[src/design/kct_pkg.sv]
// Shared types and constants for the keypad countdown timer.
// Used by the front decoder, the operation queue, the back end and the top level.
package kct_pkg;

  // Count limits and reset values.
  localparam logic [5:0] TIME_MAX      = 6'd59;
  localparam logic [5:0] RESET_MINUTES = 6'd0;
  localparam logic [5:0] RESET_SECONDS = 6'd10;

  // Depth of the queue between front and back.
  localparam int QUEUE_DEPTH = 2;
  localparam int QPTR_W      = (QUEUE_DEPTH > 1) ? $clog2(QUEUE_DEPTH) : 1;
  localparam int QCNT_W      = $clog2(QUEUE_DEPTH + 1);

  // Keypad column patterns with exactly one low line.
  localparam logic [3:0] COL0_LOW = 4'he;
  localparam logic [3:0] COL1_LOW = 4'hd;
  localparam logic [3:0] COL2_LOW = 4'hb;
  localparam logic [3:0] COL3_LOW = 4'h7;

  // Keypad rows.
  localparam logic [1:0] ROW0 = 2'd0;
  localparam logic [1:0] ROW1 = 2'd1;
  localparam logic [1:0] ROW2 = 2'd2;
  localparam logic [1:0] ROW3 = 2'd3;

  // Command codes on the input channel.
  localparam logic CMD_TICK = 1'b0;
  localparam logic CMD_KEY  = 1'b1;

  // Classified operation handed from the front to the back.
  typedef enum logic [3:0] {
    OP_TICK,
    OP_NOKEY,
    OP_DIGIT,
    OP_PAUSE,
    OP_SET,
    OP_RUN,
    OP_TOGGLE,
    OP_UP,
    OP_DOWN
  } kct_op_e_t;

  typedef struct packed {
    logic      valid;
    kct_op_e_t op;
  } kct_req_t;

endpackage

[src/design/keypad_countdown_timer.sv]
// Keypad countdown timer: a minutes:seconds count driven by ticks and keypad rows.
// Input request: a one-second tick (in_command 0) or one row reading (in_command 1,
// in_key_row, active-low in_key_cols). Each accepted request yields one result:
// the live count, the run, setting, field and buzzer flags after it, and whether
// the reading was a key and whether the seconds prescaler must restart.
// A request is taken when in_valid is high and in_stall low; a result is taken
// when out_valid is high and out_stall low.
// A request accepted at a clock edge is written into the queue, and the back end
// registers its result from the queue head; one request is taken every cycle
// while the receiver does not stall. The rate is set by the back end, which updates
// the state registers once per cycle, and the two-entry queue in front of it.
// When the receiver stalls, the result holds, the back end pauses, the queue
// fills, and in_stall rises once the queue is full.
// Reset (rst_n low, synchronous) empties the queue, drops out_valid and loads
// 00:10 into both the live count and the preset, paused, in setting mode,
// minutes selected, buzzer off.
module keypad_countdown_timer (
  input  logic       clk,
  input  logic       rst_n,
  input  logic       in_valid,
  output logic       in_stall,
  input  logic       in_command,
  input  logic [1:0] in_key_row,
  input  logic [3:0] in_key_cols,
  output logic       out_valid,
  input  logic       out_stall,
  output logic [5:0] out_minutes,
  output logic [5:0] out_seconds,
  output logic       out_running,
  output logic       out_setting,
  output logic       out_edit_seconds,
  output logic       out_buzzer,
  output logic       out_restart_second,
  output logic       out_key_valid
);
  import kct_pkg::*;

  kct_req_t push_req;
  kct_req_t head;
  logic     q_full;
  logic     q_pop;

  // Classify the incoming request.
  kct_front u_front (
    .cmd_valid (in_valid),
    .command   (in_command),
    .key_row   (in_key_row),
    .key_cols  (in_key_cols),
    .req       (push_req)
  );

  // Queue between classification and execution.
  kct_queue u_queue (
    .clk      (clk),
    .rst_n    (rst_n),
    .push_req (push_req),
    .full     (q_full),
    .pop      (q_pop),
    .head     (head)
  );

  assign in_stall = q_full;

  // Execute operations and present results.
  kct_back u_back (
    .clk                (clk),
    .rst_n              (rst_n),
    .head               (head),
    .pop                (q_pop),
    .out_valid          (out_valid),
    .out_stall          (out_stall),
    .out_minutes        (out_minutes),
    .out_seconds        (out_seconds),
    .out_running        (out_running),
    .out_setting        (out_setting),
    .out_edit_seconds   (out_edit_seconds),
    .out_buzzer         (out_buzzer),
    .out_restart_second (out_restart_second),
    .out_key_valid      (out_key_valid)
  );

endmodule

[src/design/kct_front.sv]
// Front end: classifies each accepted request into one timer operation.
// Depends on kct_pkg for the operation codes and keypad constants.
module kct_front (
  input  logic             cmd_valid,
  input  logic             command,
  input  logic [1:0]       key_row,
  input  logic [3:0]       key_cols,
  output kct_pkg::kct_req_t req
);
  import kct_pkg::*;

  logic [1:0] col;
  logic       col_ok;

  // Find the single low column, if there is one.
  always_comb begin
    col    = 2'd0;
    col_ok = 1'b1;
    unique case (key_cols)
      COL0_LOW: col = 2'd0;
      COL1_LOW: col = 2'd1;
      COL2_LOW: col = 2'd2;
      COL3_LOW: col = 2'd3;
      default:  col_ok = 1'b0;
    endcase
  end

  // Map the row and column to an operation.
  always_comb begin
    req.valid = cmd_valid;
    req.op    = OP_DIGIT;
    if (command == CMD_TICK) begin
      req.op = OP_TICK;
    end else if (!col_ok) begin
      req.op = OP_NOKEY;
    end else if (col == 2'd3) begin
      unique case (key_row)
        ROW0:    req.op = OP_RUN;
        ROW1:    req.op = OP_SET;
        ROW2:    req.op = OP_UP;
        ROW3:    req.op = OP_DOWN;
        default: req.op = OP_DIGIT;
      endcase
    end else if (key_row == ROW3) begin
      // Bottom row: star, zero, pound.
      unique case (col)
        2'd1:    req.op = OP_PAUSE;
        default: req.op = OP_TOGGLE;
      endcase
    end else begin
      req.op = OP_DIGIT;
    end
  end

endmodule

[src/design/kct_queue.sv]
// Short queue of classified operations between the front and the back.
// Depends on kct_pkg for the request type and the queue depth.
module kct_queue (
  input  logic               clk,
  input  logic               rst_n,
  input  kct_pkg::kct_req_t  push_req,
  output logic               full,
  input  logic               pop,
  output kct_pkg::kct_req_t  head
);
  import kct_pkg::*;

  kct_op_e_t           mem_r [QUEUE_DEPTH];
  logic [QPTR_W-1:0]   wr_ptr_r;
  logic [QPTR_W-1:0]   rd_ptr_r;
  logic [QCNT_W-1:0]   count_r;
  logic                do_push;
  logic                do_pop;

  localparam logic [QPTR_W-1:0] PTR_LAST = QPTR_W'(QUEUE_DEPTH - 1);
  localparam logic [QCNT_W-1:0] CNT_FULL = QCNT_W'(QUEUE_DEPTH);

  assign full       = (count_r == CNT_FULL);
  assign do_push    = push_req.valid && !full;
  assign do_pop     = pop && (count_r != '0);
  assign head.valid = (count_r != '0);
  assign head.op    = mem_r[rd_ptr_r];

  // Entry storage.
  always_ff @(posedge clk) begin
    if (do_push) begin
      mem_r[wr_ptr_r] <= push_req.op;
    end
  end

  // Pointers and fill count.
  always_ff @(posedge clk) begin
    if (!rst_n) begin
      wr_ptr_r <= '0;
      rd_ptr_r <= '0;
      count_r  <= '0;
    end else begin
      if (do_push) begin
        wr_ptr_r <= (wr_ptr_r == PTR_LAST) ? '0 : wr_ptr_r + 1'b1;
      end
      if (do_pop) begin
        rd_ptr_r <= (rd_ptr_r == PTR_LAST) ? '0 : rd_ptr_r + 1'b1;
      end
      if (do_push && !do_pop) begin
        count_r <= count_r + 1'b1;
      end else if (do_pop && !do_push) begin
        count_r <= count_r - 1'b1;
      end
    end
  end

endmodule

[src/design/kct_back.sv]
// Back end: holds the timer state, carries out operations and registers results.
// Depends on kct_pkg for operation codes and count constants.
module kct_back (
  input  logic              clk,
  input  logic              rst_n,
  input  kct_pkg::kct_req_t head,
  output logic              pop,
  output logic              out_valid,
  input  logic              out_stall,
  output logic [5:0]        out_minutes,
  output logic [5:0]        out_seconds,
  output logic              out_running,
  output logic              out_setting,
  output logic              out_edit_seconds,
  output logic              out_buzzer,
  output logic              out_restart_second,
  output logic              out_key_valid
);
  import kct_pkg::*;

  logic [5:0] live_min_r, live_min_nxt;
  logic [5:0] live_sec_r, live_sec_nxt;
  logic [5:0] pre_min_r, pre_min_nxt;
  logic [5:0] pre_sec_r, pre_sec_nxt;
  logic       run_r, run_nxt;
  logic       set_r, set_nxt;
  logic       field_r, field_nxt;
  logic       buzz_r, buzz_nxt;
  logic       restart_nxt;
  logic       key_nxt;
  logic       editable;

  logic       out_valid_r;
  logic       restart_r;
  logic       key_r;

  function automatic logic [5:0] step_up(input logic [5:0] v);
    return (v < TIME_MAX) ? v + 6'd1 : 6'd0;
  endfunction

  function automatic logic [5:0] step_down(input logic [5:0] v);
    return (v != 6'd0) ? v - 6'd1 : TIME_MAX;
  endfunction

  // Take the next operation when the result register is free or being drained.
  assign pop = head.valid && (!out_valid_r || !out_stall);

  assign editable = !run_r || set_r;

  // Next timer state for the operation at the head of the queue.
  always_comb begin
    live_min_nxt = live_min_r;
    live_sec_nxt = live_sec_r;
    pre_min_nxt  = pre_min_r;
    pre_sec_nxt  = pre_sec_r;
    run_nxt      = run_r;
    set_nxt      = set_r;
    field_nxt    = field_r;
    buzz_nxt     = buzz_r;
    restart_nxt  = 1'b0;
    key_nxt      = 1'b0;
    unique case (head.op)
      OP_TICK: begin
        if (run_r) begin
          if (live_sec_r != 6'd0) begin
            live_sec_nxt = live_sec_r - 6'd1;
          end else if (live_min_r != 6'd0) begin
            live_min_nxt = live_min_r - 6'd1;
            live_sec_nxt = TIME_MAX;
          end else begin
            buzz_nxt = !buzz_r;
          end
        end
      end
      OP_NOKEY: begin
      end
      OP_DIGIT: key_nxt = 1'b1;
      OP_PAUSE: begin
        key_nxt = 1'b1;
        run_nxt = 1'b0;
      end
      OP_SET: begin
        key_nxt = 1'b1;
        run_nxt = 1'b0;
        set_nxt = 1'b1;
      end
      OP_RUN: begin
        key_nxt = 1'b1;
        run_nxt = 1'b1;
        set_nxt = 1'b0;
      end
      OP_TOGGLE: begin
        key_nxt = 1'b1;
        if (editable) field_nxt = !field_r;
      end
      OP_UP: begin
        key_nxt = 1'b1;
        if (editable) begin
          if (field_r) pre_sec_nxt = step_up(pre_sec_r);
          else pre_min_nxt = step_up(pre_min_r);
        end
      end
      OP_DOWN: begin
        key_nxt = 1'b1;
        if (editable) begin
          if (field_r) pre_sec_nxt = step_down(pre_sec_r);
          else pre_min_nxt = step_down(pre_min_r);
        end
      end
      default: begin
      end
    endcase
    // Any key that leaves the timer in setting mode reloads the live count from the preset.
    if (key_nxt && set_nxt) begin
      live_min_nxt = pre_min_nxt;
      live_sec_nxt = pre_sec_nxt;
      buzz_nxt     = 1'b0;
      restart_nxt  = 1'b1;
    end
  end

  // Timer state and result flags.
  always_ff @(posedge clk) begin
    if (!rst_n) begin
      live_min_r  <= RESET_MINUTES;
      live_sec_r  <= RESET_SECONDS;
      pre_min_r   <= RESET_MINUTES;
      pre_sec_r   <= RESET_SECONDS;
      run_r       <= 1'b0;
      set_r       <= 1'b1;
      field_r     <= 1'b0;
      buzz_r      <= 1'b0;
      out_valid_r <= 1'b0;
      restart_r   <= 1'b0;
      key_r       <= 1'b0;
    end else begin
      if (pop) begin
        live_min_r <= live_min_nxt;
        live_sec_r <= live_sec_nxt;
        pre_min_r  <= pre_min_nxt;
        pre_sec_r  <= pre_sec_nxt;
        run_r      <= run_nxt;
        set_r      <= set_nxt;
        field_r    <= field_nxt;
        buzz_r     <= buzz_nxt;
        restart_r  <= restart_nxt;
        key_r      <= key_nxt;
      end
      if (pop) begin
        out_valid_r <= 1'b1;
      end else if (!out_stall) begin
        out_valid_r <= 1'b0;
      end
    end
  end

  // The state registers double as the result register.
  assign out_valid          = out_valid_r;
  assign out_minutes        = live_min_r;
  assign out_seconds        = live_sec_r;
  assign out_running        = run_r;
  assign out_setting        = set_r;
  assign out_edit_seconds   = field_r;
  assign out_buzzer         = buzz_r;
  assign out_restart_second = restart_r;
  assign out_key_valid      = key_r;

endmodule
[config.mk]
export PLATFORM = sky130hd
export DESIGN_NAME = keypad_countdown_timer
export DESIGN_NICKNAME = d
export VERILOG_FILES = /design/src/design/kct_pkg.sv /design/src/design/keypad_countdown_timer.sv /design/src/design/kct_front.sv /design/src/design/kct_queue.sv /design/src/design/kct_back.sv
export SDC_FILE = /design/constraint.sdc
export NUM_CORES = 1
export LEC_CHECK = 0
export BUFFER_PORTS_ARGS = -buffer_cell sky130_fd_sc_hd__buf_4
export CORE_MARGIN = 5
export CORE_UTILIZATION = 65
export CTS_CLUSTER_DIAMETER = 200
export DETAILED_ROUTE_END_ITERATION = 8
export GPL_ROUTABILITY_DRIVEN = 0
export PLACE_DENSITY = 0.9
export SLEW_MARGIN = 20
export SYNTH_ARGS = -nofsm -noshare
export SYNTH_HDL_FRONTEND = slang
export SYNTH_SLANG_ARGS = --single-unit
export TNS_END_PERCENT = 20
[constraint.sdc]
create_clock -name clk -period 3.81 [get_ports clk]
set_clock_uncertainty 0.2 [all_clocks]
set_input_delay 0.381 -clock clk [delete_from_list [all_inputs] [get_ports clk]]
set_output_delay 0.381 -clock clk [all_outputs]
set_load 0.05 [all_outputs]
# After elaboration in Yosys (flattened, before gate mapping)
# Memory sizes are Yosys's and may differ from the RTL's. A register that Yosys moved wholly into a read port is not among the register bits.
# Cells that the tools add are included.
[totals] register_bits=35 ram_bits=8 in_bits=11 output_inout_bits=20 n_memories=1
[classes] add_sub_neg=10 n_lt_le_gt_ge=2 n_eq_ne=20 muxes=51 n_reduce_logical=37
[memory_table] name="u_queue.mem_r" depth=2 width=4 rd=1 rd_clocked_by_memory_dff=1 write_ports=1 line_no="kct_queue.sv:13" source="kct_op_e_t mem_r [QUEUE_DEPTH];"
[op_table] op="$mux W6" n=22
[op_table] op="$pmux W6 S2" n=2
[op_table] op="$reduce_bool A6 Y1" n=4
[op_table] op="$sub A6 B1 Y6 const B" n=4
[op_table] op="$eq A4 B3 Y1 const B" n=5
[op_table] op="$eq A4 B4 Y1 const B" n=4
[op_table] op="$mux W1" n=16
[op_table] op="$pmux W4 S4" n=1
[op_table] op="$add A6 B1 Y6 const B" n=2
[op_table] op="$lt A6 B6 Y1 const B" n=2
[op_table] op="$mux W4" n=3
[op_table] op="$reduce_bool A2 Y1" n=6
[op_table] op="$reduce_and A5 Y1" n=2
[op_table] op="$eq A2 B2 Y1 const B" n=4
[op_table] op="$eq A4 B2 Y1 const B" n=2
[op_table] op="$logic_not A1 Y1" n=8
[op_table] op="$reduce_or A7 Y1" n=1
[op_table] op="$logic_and A1 B1 Y1" n=6
[op_table] op="$mux W3" n=2
[op_table] op="$pmux W2 S3" n=1
[op_table] op="$eq A2 B1 Y1 const B" n=2
[op_table] op="$logic_not A4 Y1" n=1
[op_table] op="$mux W2" n=2
[op_table] op="$ne A2 B2 Y1 const B" n=2
[op_table] op="13 further kinds" n=16

# Depth between registers and ports, before layout
[logic_depth] ltp_word=8 ltp_mapped=9

# Hierarchy
# From an unflattened synthesis, not the netlist that was laid out.
[hier_totals] hier_cells=399 area_unflattened_um2=3148.0
[by_module_without_submodules] module="kct_back" n_inst=1 cells_per_inst=339 area_per_inst_um2=2481.1 seq_area_each_um2=620.6
[by_module_without_submodules] module="kct_queue" n_inst=1 cells_per_inst=38 area_per_inst_um2=515.5 seq_area_each_um2=340.3
[by_module_without_submodules] module="kct_front" n_inst=1 cells_per_inst=22 area_per_inst_um2=151.4 seq_area_each_um2=0.0

# Worst setup path after synthesis
# Ideal clock, no wire load.
[synth_timing] path_type="register to register" start="reg u_back.out_valid_r (netlist: u_back.out_valid)" end="reg u_queue.count_r[1]" setup_time_ns=0.070 arrival_ns=2.221 slack_ns=1.319 path_stages_with_launch=7 n_path_buf=1 period_less_slack_ns=2.491 cell_sequence="dfxtp_1 > a2bb2oi_1 > clkinv_1 > clkbuf_1 > ha_1 > or3_1 > a21oi_1"
[synth_between] elab_chain_cells=7
[synth_rtl] item="from (decl)" line_no="kct_back.sv:33" source="logic out_valid_r;"
[synth_rtl] item="from (signal assigned)" line_no="kct_back.sv:133" source="out_valid_r <= 1'b0;"
[synth_rtl] item="from (signal assigned)" line_no="kct_back.sv:150" source="out_valid_r <= 1'b1;"
[synth_rtl] item="from (signal assigned)" line_no="kct_back.sv:152" source="out_valid_r <= 1'b0;"
[synth_rtl] item="$logic_not A1 Y1 (*)" line_no="kct_back.sv:46" source="assign pop = head.valid && (!out_valid_r || !out_stall);"
[synth_rtl] item="$logic_or A1 B1 Y1 (*)" line_no="kct_back.sv:46"
[synth_rtl] item="$logic_and A1 B1 Y1 (*)" line_no="kct_back.sv:46"
[synth_rtl] item="$logic_and A1 B1 Y1 (*)" line_no="kct_queue.sv:25" source="assign do_pop = pop && (count_r != '0);"
[synth_rtl] item="$logic_not A1 Y1" line_no="kct_queue.sv:49" source="if (do_push && !do_pop) begin"
[synth_rtl] item="$logic_and A1 B1 Y1" line_no="kct_queue.sv:49"
[synth_rtl] item="$mux W2 or $reduce_bool A2 Y1 (tied branches)"
[synth_rtl] item="to (signal assigned)" line_no="kct_queue.sv:50" source="count_r <= count_r + 1'b1;"
[synth_rtl] item="to (signal assigned)" line_no="kct_queue.sv:52" source="count_r <= count_r - 1'b1;"
[synth_rtl] item="to (decl)" line_no="kct_queue.sv:16" source="logic [QCNT_W-1:0] count_r;"
# Mark *: on every way between the ends. The rest lies on a longest branch, timed or not.
# A chain may end at the register's enable or synchronous reset.

==> impl_metrics.json <==
{
  "status": "finished clean",
  "hold_class": "in -> reg",
  "grt_util_all_layers": 0.273,
  "path_cells": "mux2i_4, o21ba_1, a221oi_2, o21ai_0, a211o_1, o31a_1",
  "grt_pass1_vias": 2986,
  "powerDensity_nw_per_um2": 693,
  "worstPathArrival_ns": 3.25,
  "synthDistinctLibCells": 77,
  "synth_compound_area_frac": 0.295,
  "antenna_found_initial": 0,
  "synth_area_leaders": "dfxtp_1 (22%), edfxtp_1 (7.3%), o21ai_0 (5.3%), ha_1 (3.8%), nand2_1 (3.7%)",
  "switching_share": 0.486,
  "finalSetupViolations": 0,
  "rows": 25,
  "synth-xor-area-share": 0.0240,
  "rrSetupSlack_ns": 0.55,
  "slew_headroom": 0.480,
  "start_util": 0.682,
  "vias": 3480,
  "critPathMaxFanout": 19,
  "nets": 447,
  "finalHoldViolCount": 0,
  "synth.most_common_cell": "dfxtp_1",
  "cts_hold_buf": 0,
  "power_switching_uw": 1220,
  "clkSinkCount": 44,
  "fin_crit_sh": 0.856,
  "clkTransAtPathRegs_ns": 0.09,
  "cts_root_buffer": "clkbuf_8",
  "vdd_drop_max_uv": 567,
  "synth_top_area_cell": "dfxtp_1",
  "clock_latency_ns": 0.30,
  "synth-edff-count": 8,
  "cp-end-kind": "flop",
  "yosys_warnings": 0,
  "diodes": 0,
  "postCtsSetupBuffers": 0,
  "cts_tree": "built",
  "p_leak_uw": 0.00140,
  "ant_nets": 0,
  "core_um2": 4820,
  "ios": 31,
  "synthSimpleGateAreaFrac": 0.268,
  "io_buffer_count": 30,
  "viasPerCell": 7.04,
  "drive_above_1_share": 0.133,
  "synthArstFlopShare": 0,
  "cp_slowest_cell": "dfxtp_1",
  "cts-buffers-inserted": 5,
  "crit_type": "reg -> reg",
  "grt-ovfl-total": 0,
  "cp-start-kind": "flop",
  "drt_iter0_drc": 614,
  "drt-wirelength-per-cell_um": 17.6,
  "crit_required_ns": 3.80,
  "pwr-share-clk": 0.145,
  "die_y_um": 81.1,
  "synth-seq-cells": 44,
  "drt-pass1-iter-count": 7,
  "synth_commonest_cells": "dfxtp_1 (36), o21ai_0 (35), nand2_1 (32)",
  "p_seq_frac": 0.322,
  "grt_max_degree": 30,
  "die_w_um": 81.1,
  "tns_ns": 0,
  "ys_dominant_reg_cell": "dfxtp_1",
  "fmax_mhz": 307,
  "cts_resized": 0,
  "dp_hpwl_mm": 6.10,
  "power.internal_uw": 1290,
  "synth_area_um2": 3290,
  "syn_avg_cell_area_um2": 8.03,
  "synth_top_family_by_area": "compound AO/OA/AOI/OAI gates",
  "synthAdderAreaFrac": 0.0381,
  "synth_cells": 409,
  "route.detailed.drc": 0,
  "wl_mm": 8.71,
  "clock_path_buffers": 2,
  "synthMuxAreaShare": 0.0316,
  "total_power_uw": 2510,
  "rsz0062_at_grt": "no",
  "grt_pass1_wl_mm": 14.4,
  "die_area_um2": 6580,
  "slew_viol_final": 0,
  "drv_cap": 0,
  "min_period_ns": 3.26,
  "syn_to_final_growth_pct": 10.4,
  "synth-seq-area-share": 0.292,
  "htree_levels": 2,
  "worstMarginPinSlew_ns": 0.773,
  "syn_nets": 430,
  "yosysTopAreaCellShare": 0.219,
  "cpPeakStageDelay_ns": 0.78,
  "comb_power_share": 0.533
}
[logic make-up (layout without fill, tap and decap cells)]
| family | count (synthesis) | in the layout |
|---|---|---|
| AND/OR/NAND/NOR | 164 | 164 |
| buffers and inverters | 38 | 56 |
| adder cells (fa/ha/maj) | 10 | 10 |
| multiplexers | 9 | 9 |
| XOR/XNOR | 9 | 9 |
| AO/OA/AOI/OAI | 135 | 135 |
| flip-flops | 44 | 44 |
[metal layers]
| metal | vias up | GRT usage | share of wire |
|---|---|---|---|
| met5 | - | 0 | 0 |
| met3 | 40 | 0.0466 | 0.11 |
| met2 | 271 | 0.417 | 0.44 |
| li1 | 1591 | - | - |
| met1 | 1578 | 0.393 | 0.42 |
| met4 | 0 | 0.0845 | 0.029 |
[worst max-delay path: cells and delay by family (launching register included)]
kind           cells  cell delay, ns
flip-flops         1            0.78
multiplexers       1            0.41
AO/OA/AOI/OAI      5            1.75
[stage by stage]
stage / hold slack [ns] / setup WS (ns) / std cells / utilization / instance area, µm²
finish: 0.156 / 0.550 / 494 / 0.753 / 3630
global route: 0.170 / 0.279 / 494 / 0.753 / 3630
CTS: 0.155 / 0.620 / 494 / 0.753 / 3630
detailed placement: 0.257 / 0.658 / 486 / 0.730 / 3520
global placement: 0.250 / 0.730 / 486 / 0.730 / 3520
floorplan: 0.281 / 1.32 / 409 / - / 3290
[layout make-up]
type,count,area [µm²]
multi-input combinational,327,2160
inverter,14,52.6
clock inverter,3,42.5
timing repair buffer,34,255
clock buffer,5,68.8
fill,377,1190
sequential,44,961
tap,67,83.8
[sequential cells by signal, summed over array words and instances, names as in the netlist, named ones only]
| register | cells |
|---|---|
| u_queue.mem_r | 8 |
| u_back.out_minutes | 6 |
| u_back.out_seconds | 6 |
| u_back.pre_min_r | 6 |
| u_back.pre_sec_r | 6 |
| u_queue.count_r | 2 |
| u_back.out_buzzer | 1 |
| u_back.out_edit_seconds | 1 |
| u_back.out_key_valid | 1 |
| u_back.out_restart_second | 1 |
| u_back.out_running | 1 |
| u_back.out_setting | 1 |
| u_back.out_valid | 1 |
| u_queue.rd_ptr_r | 1 |
| u_queue.wr_ptr_r | 1 |
[cells in the final DEF (no fill, tap or decap), types with 3 or more instances in the layout]
cell,n
inv_1,13
xnor2_1,7
nand3b_1,3
a21oi_1,21
nor2b_1,8
and3_1,9
a31oi_1,8
edfxtp_1,8
o21ai_0,35
nor2_1,30
a32oi_1,3
o211ai_1,4
nor3b_1,3
a211o_1,3
nand4_1,3
a211oi_1,6
nand2b_1,10
nand2_1,32
o211a_1,4
o221ai_1,4
or3_1,6
a221o_1,3
buf_4,34
ha_1,10
o32ai_1,3
a21boi_0,3
nand3_1,19
and2_1,8
clkbuf_8,5
o31a_1,3
o31ai_1,3
dfxtp_1,36
mux2i_1,7
nor3_1,21
[power by group through the flow]
stage | sequential [µW] | clock [µW] | combinational [µW]
5_1_grt | 827 | 384 | 1460
4_1_cts | 798 | 366 | 1310
6_report | 809 | 365 | 1340
3_3_place_gp | 800 | 0 | 1280
2_1_floorplan | 842 | 0 | 937
3_5_place_dp | 806 | 0 | 1300
[worst paths after layout]
path	startpoint	end	cells past startpoint
max reg2reg	flop	u_back.out_seconds[3]$_SDFFE_PN1P_	6
min	out_stall	u_back.out_valid$_SDFFE_PN0P_	3
max	flop	u_back.out_seconds[3]$_SDFFE_PN1P_	6
min reg2reg	u_back.out_restart_second$_SDFFE_PN0P_	u_back.out_restart_second$_SDFFE_PN0P_	2
No activity file was read; power rests on OpenSTA's default activity.
